<file path="src/rtl/core/utf8_glyph_layout_engine_top_macros.svh">
// ---------------------------------------------------------------------------
// Assertion macros for the glyph layout engine
// Clocked assertions on clk, disabled while rst_n is low.
// ---------------------------------------------------------------------------
`ifndef UTF8_GLYPH_LAYOUT_ENGINE_TOP_MACROS_SVH
`define UTF8_GLYPH_LAYOUT_ENGINE_TOP_MACROS_SVH

// The consequent must hold in the same cycle as the antecedent.
`define UGL_ASSERT_SAME(label, ante, cons, msg) \
  label: assert property (@(posedge clk) disable iff (!rst_n) (ante) |-> (cons)) \
    else $error(msg);

// The consequent must hold in the cycle after the antecedent.
`define UGL_ASSERT_NEXT(label, ante, cons, msg) \
  label: assert property (@(posedge clk) disable iff (!rst_n) (ante) |=> (cons)) \
    else $error(msg);

`endif

</file>
<file path="src/rtl/core/ugl_ram.sv">
// ---------------------------------------------------------------------------
// ugl_ram
// Generic single-write, single-read RAM with a registered read port.
// ---------------------------------------------------------------------------
`timescale 1ns / 1ps
`default_nettype none

module ugl_ram #(
  parameter int DATA_W = 8,
  parameter int DEPTH  = 16,
  parameter int ADDR_W = (DEPTH > 1) ? $clog2(DEPTH) : 1
) (
  input  wire logic              clk,
  input  wire logic              we,
  input  wire logic [ADDR_W-1:0] waddr,
  input  wire logic [DATA_W-1:0] wdata,
  input  wire logic [ADDR_W-1:0] raddr,
  output logic      [DATA_W-1:0] rdata
);

  logic [DATA_W-1:0] mem [DEPTH];

  always_ff @(posedge clk) begin
    if (we) begin
      mem[waddr] <= wdata;
    end
    rdata <= mem[raddr];
  end

endmodule

`default_nettype wire

</file>
<file path="config.mk">
export PLATFORM = sky130hd
export DESIGN_NAME = ugl_ram
export DESIGN_NICKNAME = d
export VERILOG_FILES = /design/src/rtl/core/utf8_glyph_layout_engine_top_macros.svh /design/src/rtl/core/ugl_ram.sv
export SDC_FILE = /design/constraint.sdc
export NUM_CORES = 1
export LEC_CHECK = 0
export BUFFER_PORTS_ARGS = -buffer_cell sky130_fd_sc_hd__buf_2
export CELL_PAD_IN_SITES_DETAIL_PLACEMENT = 0
export CELL_PAD_IN_SITES_GLOBAL_PLACEMENT = 2
export CORE_MARGIN = 1.5
export CORE_UTILIZATION = 48
export DETAILED_ROUTE_END_ITERATION = 7
export PLACE_DENSITY = 0.87
export SLEW_MARGIN = 10
export SYNTH_ARGS = -nofsm -noshare
export SYNTH_HDL_FRONTEND = slang
export SYNTH_SLANG_ARGS = --single-unit
</file>
<file path="constraint.sdc">
create_clock -name clk -period 2.65 [get_ports clk]
set_input_delay 0.53 -clock clk [delete_from_list [all_inputs] [get_ports clk]]
set_output_delay 0.53 -clock clk [all_outputs]
set_load 0.01 [all_outputs]
</file>
==> run_results.csv <==
group,metric,value,unit
die,row_count,37,
clock_network,clockRootBuffer,"sky130_fd_sc_hd__clkbuf_8",
synthesis,synth-compound-area-share,2.333,%
worst_setup_path,worst_ep_required_time,2.12,ns
global_route,global_route_wire_length_before_repair,15190,um
sta,relSlewSlack,70.46,%
die,floorplan.die.width,106.6,um
sta,hold_ws,0.3840,ns
clock_network,worst_setup_hold_path_clk_slew,0.06,ns
die,die_height,106.6,um
worst_setup_path,crit_buf_inv,1,
worst_setup_path,ff2ff_setup_slack,1.22,ns
final_layout,finish.utilization,58.94,%
sta,grt_setup_unrepaired,"no",
clock_network,total_cts_buffers,17,
global_route,grt_start_max_net_pins,19,
synthesis,seq_area_frac_synth,77.78,%
pwr,leakagePower,2.096,nW
detailed_routing,drt-pass1-iter-count,7,
detailed_routing,route.detailed.wl_per_inst,23.34,um
worst_setup_path,slowest_delay,0.35,ns
worst_setup_path,critical_path.endpoint_type,"output port",
placed_design,gp_congestion,0.7543,
sta,hold_violations,0,
detailed_routing,drt_drc_violations_left,0,
run,maxCapViolations,0,
sta,final_period_minus_worst_setup_slack,1.551,ns
global_route,global_route.overflow_total,0,
synthesis,number_of_nets_in_the_synthesized_netlist,247,
detailed_routing,route.final.wire_length,10130,um
worst_setup_path,data_arrival_time_of_the_critical_path,1.02,ns
synthesis,synth_area,5147,um^2
global_route,grt.total_usage,20.04,%
worst_setup_path,crit_path_max_fanout,1,
detailed_routing,number_of_vias_per_cell_after_detailed_routing,5.707,
final_layout,layout.cells.most_common,"sky130_fd_sc_hd__edfxtp_1",
clock_network,cts_tree,"built",
global_route,grt_busiest_layer,"met2",
clock_network,cts_buffer_depth,2,
synthesis,syn-mean-instance-area,22.48,um^2
clock_network,clk-insertion-delay-late,0.52,ns
final_layout,layout-drive-gt1-share,32.21,%
global_route,grt_pass1_vias,2573,
placed_design,portBuffers,25,
final_layout,fin_nets,303,
synthesis,netlist_instances,229,
clock_network,tritoncts_num_sinks,136,
run_status,status,"complete, no violations",
final_layout,final_cell_mix,"sky130_fd_sc_hd__edfxtp_1 (128), sky130_fd_sc_hd__buf_2 (25), sky130_fd_sc_hd__buf_4 (21)",
global_route,met1_track_demand_over_resource,26.30,%
pwr,cellPowerDensity,801.1,nW/um^2
worst_setup_path,timing.critical_path.cells,"buf_2",
synthesis,synth_xor_area_share,0,%
pwr,max-vdd-ir-drop,351.0,uV
sta,final_setup_violation_count,0,
sta,least_margin_pin_slew,0.4431,ns
final_layout,area_growth,18.74,%
global_route,global_route.usage.met2,31.84,%
global_route,grt_util_met3,5.518,%
sta,fin_skew,0.006533,ns
synthesis,synth_adder_area_share,0,%
global_route,grt_antenna_before_repair,0,
synthesis,postSynthRegisterBits,136,
detailed_routing,count_of_vias_placed_by_the_detailed_router,2477,
die,i_o_pins,26,
die,effective_utilization_at_floorplan,49.64,%
synthesis,yosys_warnings,0,
synthesis,muxShareOfSynthArea,15.02,%
clock_network,cts_resized,0,
sta,slew_violations,0,
worst_setup_path,critPathKind,"reg2out",
sta,final.period_utilization,58.53,%
sta,fmax,0.6447,GHz
placed_design,dp.final_hpwl,6311,um
synthesis,synth-simple-area-share,3.184,%
die,core_area,10370,um^2
final_layout,diode_count,0,
die,floorplan.die_area,11350,um^2
clock_network,cts-hold-fix-buffers,0,
worst_setup_path,worstSetupStartpointType,"flip-flop",
clock_network,cts_htree_levels,4,
detailed_routing,detail-route-antenna-nets,0,
sta,final.setup.tns,0,ns
detailed_routing,first_iter_violations,237,
clock_network,post_cts.repair.setup_buffers,0,
worst_setup_path,cp_top_delay_family,"flip-flops",
worst_setup_path,crit_path_top_delay_cell,"sky130_fd_sc_hd__dfxtp_1",
synthesis,synth_top_family_by_area,"multiplexers",
min_path,min-delay-path-class,"in2reg",
synthesis,synth.lib_cells_used.distinct,19,
[power breakdown]
part | total, mW | leakage, nW | switching, mW | internal [mW]
logic | 0.226 | 0.591 | 0.129 | 0.0976
clock network | 2.25 | 0.281 | 0.824 | 1.43
registers | 2.42 | 1.22 | 0.0154 | 2.41
[layer usage]
| metal | wire [um] | part of all wire (%) | up-vias |
|---|---|---|---|
| met5 | 0 | 0 | - |
| met4 | 211 | 2.1 | 0 |
| met3 | 691 | 6.8 | 19 |
| met2 | 5186 | 51 | 114 |
| met1 | 4039 | 40 | 1257 |
| li1 | - | - | 1087 |
[logic make-up (layout without fill, tap and decap cells)]
logic type,after synthesis,in the layout
AND/OR/NAND/NOR,35,35
buffers and inverters,10,79
flip-flops,136,136
multiplexers,32,32
AO/OA/AOI/OAI,16,16
[state kept, by name, summed over array words and instances, names as in the netlist]
signal	count
mem	128
rdata	8
[cell usage after synthesis]
cell type                         number  area [um^2]
sky130_fd_sc_hd__edfxtp_1            128         3844
sky130_fd_sc_hd__mux4_2               18        405.4
sky130_fd_sc_hd__a22oi_1              16        120.1
sky130_fd_sc_hd__mux4_1               14        367.9
sky130_fd_sc_hd__nor2_1               13        48.80
sky130_fd_sc_hd__nand2_1               9        33.78
sky130_fd_sc_hd__dfxtp_1               8        160.2
sky130_fd_sc_hd__nor3_1                4        20.02
sky130_fd_sc_hd__buf_2                 3        15.01
sky130_fd_sc_hd__buf_6                 3        33.78
sky130_fd_sc_hd__clkdlybuf4s25_2       3        30.03
sky130_fd_sc_hd__nand2b_1              2        12.51
sky130_fd_sc_hd__nand3b_1              2        15.01
sky130_fd_sc_hd__and2_1                1        6.260
sky130_fd_sc_hd__and2b_1               1        7.510
sky130_fd_sc_hd__buf_4                 1        7.510
sky130_fd_sc_hd__nand3_1               1        5.000
sky130_fd_sc_hd__nor2b_1               1        6.260
sky130_fd_sc_hd__or3b_2                1        8.760
[area by class of cell]
cell class              instances  area, um^2
multi-input cells              83        1057
clock inverters                13       156.4
clock buffers                  19       421.7
repair buffers                 47       302.8
flip-flops and latches        136        4004
well taps                     136       170.2
fillers                       770        4258
[final timing paths]
kind	to	startpoint	cells past startpoint
min	mem[12][3]	wdata[3]	1
min reg2reg	rdata[1]	mem[8][1]	3
max reg2reg	rdata[1]	mem[3][1]	3
max	rdata[3]	rdata[3]	1
[through the flow]
step | cells | setup WS, ns | power [mW] | cell area [um^2]
2_1_floorplan | 229 | 0.6271 | 2.589 | 5147
3_3_place_gp | 402 | 0.6078 | 2.686 | 5534
3_5_place_dp | 402 | 0.6257 | 2.693 | 5534
4_1_cts | 434 | 1.066 | 4.939 | 6112
5_1_grt | 434 | 1.063 | 5.044 | 6112
6_report | 434 | 1.099 | 4.897 | 6112
No activity file was read; power rests on OpenSTA's default activity.
