**src/rtl/core/utf8_glyph_layout_engine_top_macros.svh**
```systemverilog
// ---------------------------------------------------------------------------
// Assertion macros for the glyph layout engine
// Clocked assertions on clk, disabled while rst_n is low.
// ---------------------------------------------------------------------------
`ifndef UTF8_GLYPH_LAYOUT_ENGINE_TOP_MACROS_SVH
`define UTF8_GLYPH_LAYOUT_ENGINE_TOP_MACROS_SVH

// The consequent must hold in the same cycle as the antecedent.
`define UGL_ASSERT_SAME(label, ante, cons, msg) \
  label: assert property (@(posedge clk) disable iff (!rst_n) (ante) |-> (cons)) \
    else $error(msg);

// The consequent must hold in the cycle after the antecedent.
`define UGL_ASSERT_NEXT(label, ante, cons, msg) \
  label: assert property (@(posedge clk) disable iff (!rst_n) (ante) |=> (cons)) \
    else $error(msg);

`endif

```
**src/rtl/core/ugl_pkg.sv**
```systemverilog
// ---------------------------------------------------------------------------
// ugl_pkg
// Shared types, constants and helper functions of the glyph layout engine.
// ---------------------------------------------------------------------------
`timescale 1ns / 1ps
`default_nettype none

package ugl_pkg;

  localparam int GLYPH_ENTRIES_DEF   = 128;
  localparam int SCALE_FRAC_BITS_DEF = 8;

  localparam int BYTE_W        = 8;
  localparam int KEY_W         = 32;
  localparam int KEY_LEN_W     = 3;
  localparam int COORD_W       = 12;
  localparam int POS_W         = 16;
  localparam int SIZE_W        = 16;
  localparam int SCALE_W       = 12;
  localparam int MATCH_INDEX_W = 7;
  localparam int PEND_CNT_W    = 3;

  localparam logic [SCALE_W-1:0] SCALE_RESET = 12'd256;
  localparam logic signed [POS_W-1:0] POS_MAX = 16'sh7FFF;

  localparam logic [BYTE_W-1:0] UTF8_MASK_1 = 8'h80;
  localparam logic [BYTE_W-1:0] UTF8_MASK_2 = 8'hE0;
  localparam logic [BYTE_W-1:0] UTF8_LEAD_2 = 8'hC0;
  localparam logic [BYTE_W-1:0] UTF8_MASK_3 = 8'hF0;
  localparam logic [BYTE_W-1:0] UTF8_LEAD_3 = 8'hE0;
  localparam logic [BYTE_W-1:0] UTF8_MASK_4 = 8'hF8;
  localparam logic [BYTE_W-1:0] UTF8_LEAD_4 = 8'hF0;

  typedef enum logic [1:0] {
    CMD_CLEAR  = 2'd0,
    CMD_APPEND = 2'd1,
    CMD_START  = 2'd2,
    CMD_TEXT   = 2'd3
  } cmd_t;

  typedef struct packed {
    logic [KEY_W-1:0]     key;
    logic [KEY_LEN_W-1:0] key_len;
    logic [COORD_W-1:0]   rect_h;
    logic [COORD_W-1:0]   rect_w;
    logic [COORD_W-1:0]   rect_y;
    logic [COORD_W-1:0]   rect_x;
    logic [COORD_W-1:0]   advance;
  } glyph_entry_t;

  function automatic logic [KEY_LEN_W-1:0] lead_length(input logic [BYTE_W-1:0] b);
    logic [KEY_LEN_W-1:0] len;
    if ((b & UTF8_MASK_1) == '0) begin
      len = 3'd1;
    end else if ((b & UTF8_MASK_2) == UTF8_LEAD_2) begin
      len = 3'd2;
    end else if ((b & UTF8_MASK_3) == UTF8_LEAD_3) begin
      len = 3'd3;
    end else if ((b & UTF8_MASK_4) == UTF8_LEAD_4) begin
      len = 3'd4;
    end else begin
      len = 3'd1;
    end
    return len;
  endfunction

  function automatic logic [KEY_W-1:0] key_mask(input logic [KEY_LEN_W-1:0] len);
    logic [KEY_W-1:0] mask;
    for (int k = 0; k < KEY_W / BYTE_W; k++) begin
      mask[k*BYTE_W +: BYTE_W] = (32'(len) > k) ? 8'hFF : 8'h00;
    end
    return mask;
  endfunction

endpackage

`default_nettype wire

```
**src/rtl/core/ugl_scaler.sv**
```systemverilog
// ---------------------------------------------------------------------------
// ugl_scaler
// Shared fixed-point scaling unit: value times scale, truncated, saturated.
// ---------------------------------------------------------------------------
`timescale 1ns / 1ps
`default_nettype none

module ugl_scaler #(
  parameter int SCALE_FRAC_BITS = 8
) (
  input  wire logic                         clk,
  input  wire logic [ugl_pkg::COORD_W-1:0]  value,
  input  wire logic [ugl_pkg::SCALE_W-1:0]  scale,
  output logic      [ugl_pkg::SIZE_W-1:0]   result
);
  import ugl_pkg::*;

  localparam int PROD_W = COORD_W + SCALE_W;

  logic [PROD_W-1:0] product;
  logic [PROD_W-1:0] shifted;
  logic [SIZE_W-1:0] result_nxt;

  assign product = PROD_W'(value) * PROD_W'(scale);
  assign shifted = product >> SCALE_FRAC_BITS;

  always_comb begin
    if (|shifted[PROD_W-1:SIZE_W]) begin
      result_nxt = '1;
    end else begin
      result_nxt = shifted[SIZE_W-1:0];
    end
  end

  always_ff @(posedge clk) begin
    result <= result_nxt;
  end

endmodule

`default_nettype wire

```
**config.mk**
```make
export PLATFORM = sky130hd
export DESIGN_NAME = ugl_scaler
export DESIGN_NICKNAME = d
export VERILOG_FILES = /design/src/rtl/core/utf8_glyph_layout_engine_top_macros.svh /design/src/rtl/core/ugl_pkg.sv /design/src/rtl/core/ugl_scaler.sv
export SDC_FILE = /design/constraint.sdc
export NUM_CORES = 1
export LEC_CHECK = 0
export BUFFER_PORTS_ARGS = -buffer_cell sky130_fd_sc_hd__clkbuf_2
export CAP_MARGIN = 30
export CELL_PAD_IN_SITES_DETAIL_PLACEMENT = 2
export CELL_PAD_IN_SITES_GLOBAL_PLACEMENT = 2
export CORE_MARGIN = 3
export CORE_UTILIZATION = 42
export CTS_CLUSTER_DIAMETER = 80
export DETAILED_ROUTE_END_ITERATION = 6
export PLACE_DENSITY = 0.93
export SLEW_MARGIN = 0
export SYNTH_ARGS = -nofsm -noshare
export SYNTH_HDL_FRONTEND = slang
export SYNTH_SLANG_ARGS = --single-unit
```
**constraint.sdc**
```tcl
create_clock -name clk -period 8.79 [get_ports clk]
set_input_delay 0.879 -clock clk [delete_from_list [all_inputs] [get_ports clk]]
set_output_delay 0.879 -clock clk [all_outputs]
set_load 0.05 [all_outputs]
```
==> report_table.html <==
<table>
<tr><th>Metric</th><th>Value</th></tr>
<tr><th colspan="2">Outcome</th></tr>
<tr><td>Outcome</td><td>complete, no violations</td></tr>
<tr><th colspan="2">Global routing</th></tr>
<tr><td>Largest net degree at the start of global routing</td><td>13</td></tr>
<tr><td>Met2 capacity usage during global routing</td><td>58.4%</td></tr>
<tr><td>Global-route track usage on met3</td><td>approximately 2.8%</td></tr>
<tr><td>Layer with the highest usage</td><td>met2</td></tr>
<tr><td>First-pass GRT wire length</td><td>~28 mm</td></tr>
<tr><td>Via count of the first global-routing pass</td><td>a little over 5000</td></tr>
<tr><td>Met1 global-route usage</td><td>between 20% and 30%</td></tr>
<tr><td>Leftover overflow at the end of global routing</td><td>0</td></tr>
<tr><td>GR Util All Layers</td><td>28.5%</td></tr>
<tr><td>Number of antenna violations at the first check in global routing</td><td>0</td></tr>
<tr><th colspan="2">STA</th></tr>
<tr><td>Unrepaired setup endpoints after global routing</td><td>false</td></tr>
<tr><td>Relative slew slack</td><td>roughly two thirds</td></tr>
<tr><td>Fin. Hold Viols</td><td>0</td></tr>
<tr><td>Aggregate negative setup slack</td><td>0 ps</td></tr>
<tr><td>Final worst path period share</td><td>a little under 70%</td></tr>
<tr><td>Shortest clock period the worst path allows after layout</td><td>approximately 5900 ps</td></tr>
<tr><td>Tightest Pin Transition</td><td>about 500 ps</td></tr>
<tr><td>Final max-slew violation count</td><td>0</td></tr>
<tr><td>Final setup vio count</td><td>0</td></tr>
<tr><td>F_max</td><td>0.169 GHz</td></tr>
<tr><th colspan="2">Cells and area</th></tr>
<tr><td>Post-route cell area</td><td>about 5300 um^2</td></tr>
<tr><td>Share of final-layout standard cells stronger than drive strength 1</td><td>just under 8%</td></tr>
<tr><td>Flip-flop count of the largest register after layout</td><td>16</td></tr>
<tr><td>Most flop-heavy register</td><td>result</td></tr>
<tr><td>Syn-to-layout area delta</td><td>7.58%</td></tr>
<tr><td>Fill cell instance count of the final layout</td><td>between 1000 and 1500</td></tr>
<tr><td>Total inserted antenna cells</td><td>0</td></tr>
<tr><td>Largest registers ranked by flip-flop count</td><td>result x16</td></tr>
<tr><td>Fin nets</td><td>about 780</td></tr>
<tr><th colspan="2">Clocking</th></tr>
<tr><td>Number of hold-repair buffers added at the cts stage</td><td>0</td></tr>
<tr><td>Post-CTS repair timing setup buffer count</td><td>0</td></tr>
<tr><td>Post-cts repair resize count</td><td>0</td></tr>
<tr><td>Clock tree from TritonCTS</td><td>yes</td></tr>
<tr><td>Clock transition at the registers of the reported paths</td><td>roughly 60 ps</td></tr>
<tr><td>Root buffer selected by CTS</td><td>clkbuf_16</td></tr>
<tr><td>Clock sink count</td><td>16</td></tr>
<tr><td>Clock buffer count from CTS</td><td>3</td></tr>
<tr><td>H-Tree Level Count</td><td>1</td></tr>
<tr><td>Number of buffers between clock root and the deepest sink</td><td>2</td></tr>
<tr><th colspan="2">Detailed routing</th></tr>
<tr><td>Antenna-violating nets left</td><td>0</td></tr>
<tr><td>DRT iter0 DRCs</td><td>128</td></tr>
<tr><td>Post-route DRC</td><td>0</td></tr>
<tr><td>Total Wirelength</td><td>17.5 mm</td></tr>
<tr><td>Routed vias/inst</td><td>5.46</td></tr>
<tr><td>First drt pass iteration count</td><td>4</td></tr>
<tr><td>Total number of vias</td><td>between 4000 and 5000</td></tr>
<tr><td>Wire per inst</td><td>between 20 and 25 um</td></tr>
<tr><th colspan="2">Critical path</th></tr>
<tr><td>Crit Path Class</td><td>in -&gt; reg</td></tr>
<tr><td>CP Cell Sequence</td><td>clkbuf_2, and2_1, fa_1, fa_1, fa_1, fa_1, inv_1, fa_1, inv_1, ha_1, a21o_1, o21bai_1, a311oi_1, o21ai_1, a21oi_1, xnor2_1</td></tr>
<tr><td>Slowest stage cell on the critical path</td><td>fa_1</td></tr>
<tr><td>Required time at the endpoint of the critical path</td><td>about 9000 ps</td></tr>
<tr><td>Critical path's most frequent cell</td><td>fa_1</td></tr>
<tr><td>Worst endpoint data arrival time</td><td>~6000 ps</td></tr>
<tr><td>Element type at the critical path start</td><td>primary input</td></tr>
<tr><td>CP peak stage delay</td><td>approximately 570 ps</td></tr>
<tr><td>Worst setup EP type</td><td>flop</td></tr>
<tr><td>Crit. Startpoint</td><td>value[4]</td></tr>
<tr><td>CP Max Fanout</td><td>12</td></tr>
<tr><th colspan="2">Power and ir drop</th></tr>
<tr><td>Register share of total power</td><td>approximately 7%</td></tr>
<tr><td>Static power due to leakage</td><td>around 3 nW</td></tr>
<tr><td>Power dissipated by switching net loads</td><td>~0.0013 W</td></tr>
<tr><td>Int Power</td><td>0.000862 W</td></tr>
<tr><td>Power Total</td><td>between 0.002 and 0.0025 W</td></tr>
<tr><td>Relative contribution of the clock network to total power</td><td>under 10%</td></tr>
<tr><td>Power density normalized to cell area</td><td>approximately 400 nW/um^2</td></tr>
<tr><td>Logic gate share of total power</td><td>88.2%</td></tr>
<tr><td>Switching part of the total power</td><td>59.5%</td></tr>
<tr><td>Worst IR drop on VDD</td><td>between 0.2 and 0.25 mV</td></tr>
<tr><th colspan="2">Run</th></tr>
<tr><td>Maximum capacitance violations</td><td>0</td></tr>
<tr><th colspan="2">Synthesis</th></tr>
<tr><td>Synthesized-area fraction occupied by xor and xnor cells</td><td>around 2.8%</td></tr>
<tr><td>Post-synthesis register bit count</td><td>16</td></tr>
<tr><td>Share of synthesized area occupied by flip-flops and latches</td><td>roughly 6.5%</td></tr>
<tr><td>Synthesized-area fraction occupied by ao, oa, aoi and oai cells</td><td>under 10%</td></tr>
<tr><td>Synth top area share</td><td>about two fifths</td></tr>
<tr><td>Cell count after synthesis</td><td>~570</td></tr>
<tr><td>Netlist area before placement</td><td>4930 um^2</td></tr>
<tr><td>Combinational family with the most area after synthesis</td><td>adder cells</td></tr>
<tr><td>Share of synthesized cell area in full adder, half adder and majority cells</td><td>54.9%</td></tr>
<tr><td>Number of distinct library cells after synthesis</td><td>34</td></tr>
<tr><td>Avg Inst Size Synth</td><td>around 8.6 um^2</td></tr>
<tr><td>Synth area leader</td><td>fa_1</td></tr>
<tr><td>Main area contributors after synthesis</td><td>fa_1 40%, ha_1 15%, inv_1 10%, nand2_1 7.4%, dfxtp_1 6.5%</td></tr>
<tr><td>Multiplexer fraction of the synthesized cell area</td><td>0%</td></tr>
<tr><td>Post-synthesis simple-gate area fraction</td><td>about 17%</td></tr>
<tr><td>Synthesized net count</td><td>roughly 760</td></tr>
<tr><td>Number of warnings printed during yosys synthesis</td><td>0</td></tr>
<tr><th colspan="2">Floorplanning</th></tr>
<tr><td>Number of cell rows</td><td>38</td></tr>
<tr><td>Initial cell density of the core</td><td>around 44%</td></tr>
<tr><td>Die height</td><td>~110 um</td></tr>
<tr><td>Die width</td><td>~110 um</td></tr>
<tr><td>Top-level port count</td><td>a little over 40</td></tr>
<tr><td>Core area</td><td>roughly 11000 um^2</td></tr>
<tr><td>DIE AREA</td><td>13100 um^2</td></tr>
<tr><th colspan="2">Min path</th></tr>
<tr><td>Worst min-delay path category</td><td>in -&gt; reg</td></tr>
<tr><td>Hold path startpoint</td><td>scale[0]</td></tr>
<tr><td>Hold Path Stages</td><td>5</td></tr>
<tr><th colspan="2">Placement</th></tr>
<tr><td>Area of placed instances</td><td>between 5000 and 6000 um^2</td></tr>
<tr><td>Weighted congestion at the end of routability-driven global placement</td><td>0.828</td></tr>
<tr><td>Detail Placement HPWL</td><td>14.1 mm</td></tr>
<tr><td>Count of input and output buffers</td><td>40</td></tr>
</table>
## cells in the final DEF (no fill, tap or decap), types with 6 or more instances in the layout
| cell | instances |
|---|---|
| a21o_1 | 8 |
| ha_1 | 58 |
| clkbuf_2 | 40 |
| o21ai_0 | 7 |
| xnor2_1 | 10 |
| fa_1 | 99 |
| nand2_1 | 97 |
| inv_1 | 134 |
| a21oi_1 | 15 |
| nor2_1 | 8 |
| and2_1 | 51 |
| dfxtp_1 | 16 |
| xor2_1 | 6 |
## final cells by class
type,instances,area [um^2],share of cell area (%)
tap,140,175,3.30
sequential,16,320,6.03
inverter,134,503,9.48
multi-input combinational,400,4020,75.7
timing repair buffer,40,200,3.77
clock buffer,4,88.8,1.67
## cells in the mapped netlist
cell	n
nand2_1	97
o21ai_1	2
and3_1	2
o21ai_0	7
o31ai_1	2
o41ai_2	1
dfxtp_1	16
a211oi_1	3
a221o_1	1
clkbuf_1	24
o21bai_1	2
fa_1	99
nand4_1	4
or3_1	2
xor2_1	6
inv_1	134
a311oi_1	1
o211ai_1	5
and2_1	51
a31o_1	1
a21oi_2	1
o21a_1	1
a21oi_1	15
nand4bb_1	1
a31oi_1	1
nor2_1	8
nand3_1	2
and3_2	1
a21o_1	8
xnor2_1	10
nor3_1	5
ha_1	58
nand2b_1	1
nor2b_1	2
## critical path, delay by kind of cell
kind | cells | cell delay, ps
buf+inv | 3 | 380
xor+xnor | 1 | 170
simple gates | 1 | 260
compound gates | 5 | 1320
fa+ha+maj | 6 | 3080
## metrics by stage
stage / instances / hold slack (ps) / utilization [%] / setup slack [ps]
6_report: 734 / 1550 / 47.5 / 2870
5_1_grt: 734 / 1600 / 47.5 / 2660
4_1_cts: 734 / 1540 / 47.5 / 2900
3_3_place_gp: 730 / 1380 / 46.7 / 2970
3_5_place_dp: 730 / 1380 / 46.7 / 2730
2_1_floorplan: 574 / 1320 / - / 3350
## path summary, 6_finish.rpt
kind / slack, ps / endpoint
worst max-delay path: 2870 / result[12]
worst min-delay path: 1550 / result[0]
## cells by family after synthesis
family                     Yosys count
AOI/OAI and AO/OA                   51
xor gates and xnor gates            16
buffers and inverters              158
DFF                                 16
and+or+nand+nor                    176
adders and majority gates          157
## power groups by stage
| stage | clock network [W] | registers, W | logic, W |
|---|---|---|---|
| 6_report | 0.000104 | 0.000147 | 0.00188 |
| 5_1_grt | 0.000109 | 0.000150 | 0.00206 |
| 4_1_cts | 0.000104 | 0.000147 | 0.00188 |
| 3_5_place_dp | 0 | 0.000147 | 0.00181 |
| 3_3_place_gp | 0 | 0.000143 | 0.00161 |
| 2_1_floorplan | 0 | 0.000276 | 0.00113 |
## routing by layer
layer  part of all wire (%)  up-vias
li1                       -     1763
met1                     35     2108
met2                     59       87
met3                    1.9       49
met4                    4.6        0
met5                      0        -
Power figures use the tool's default switching activity.
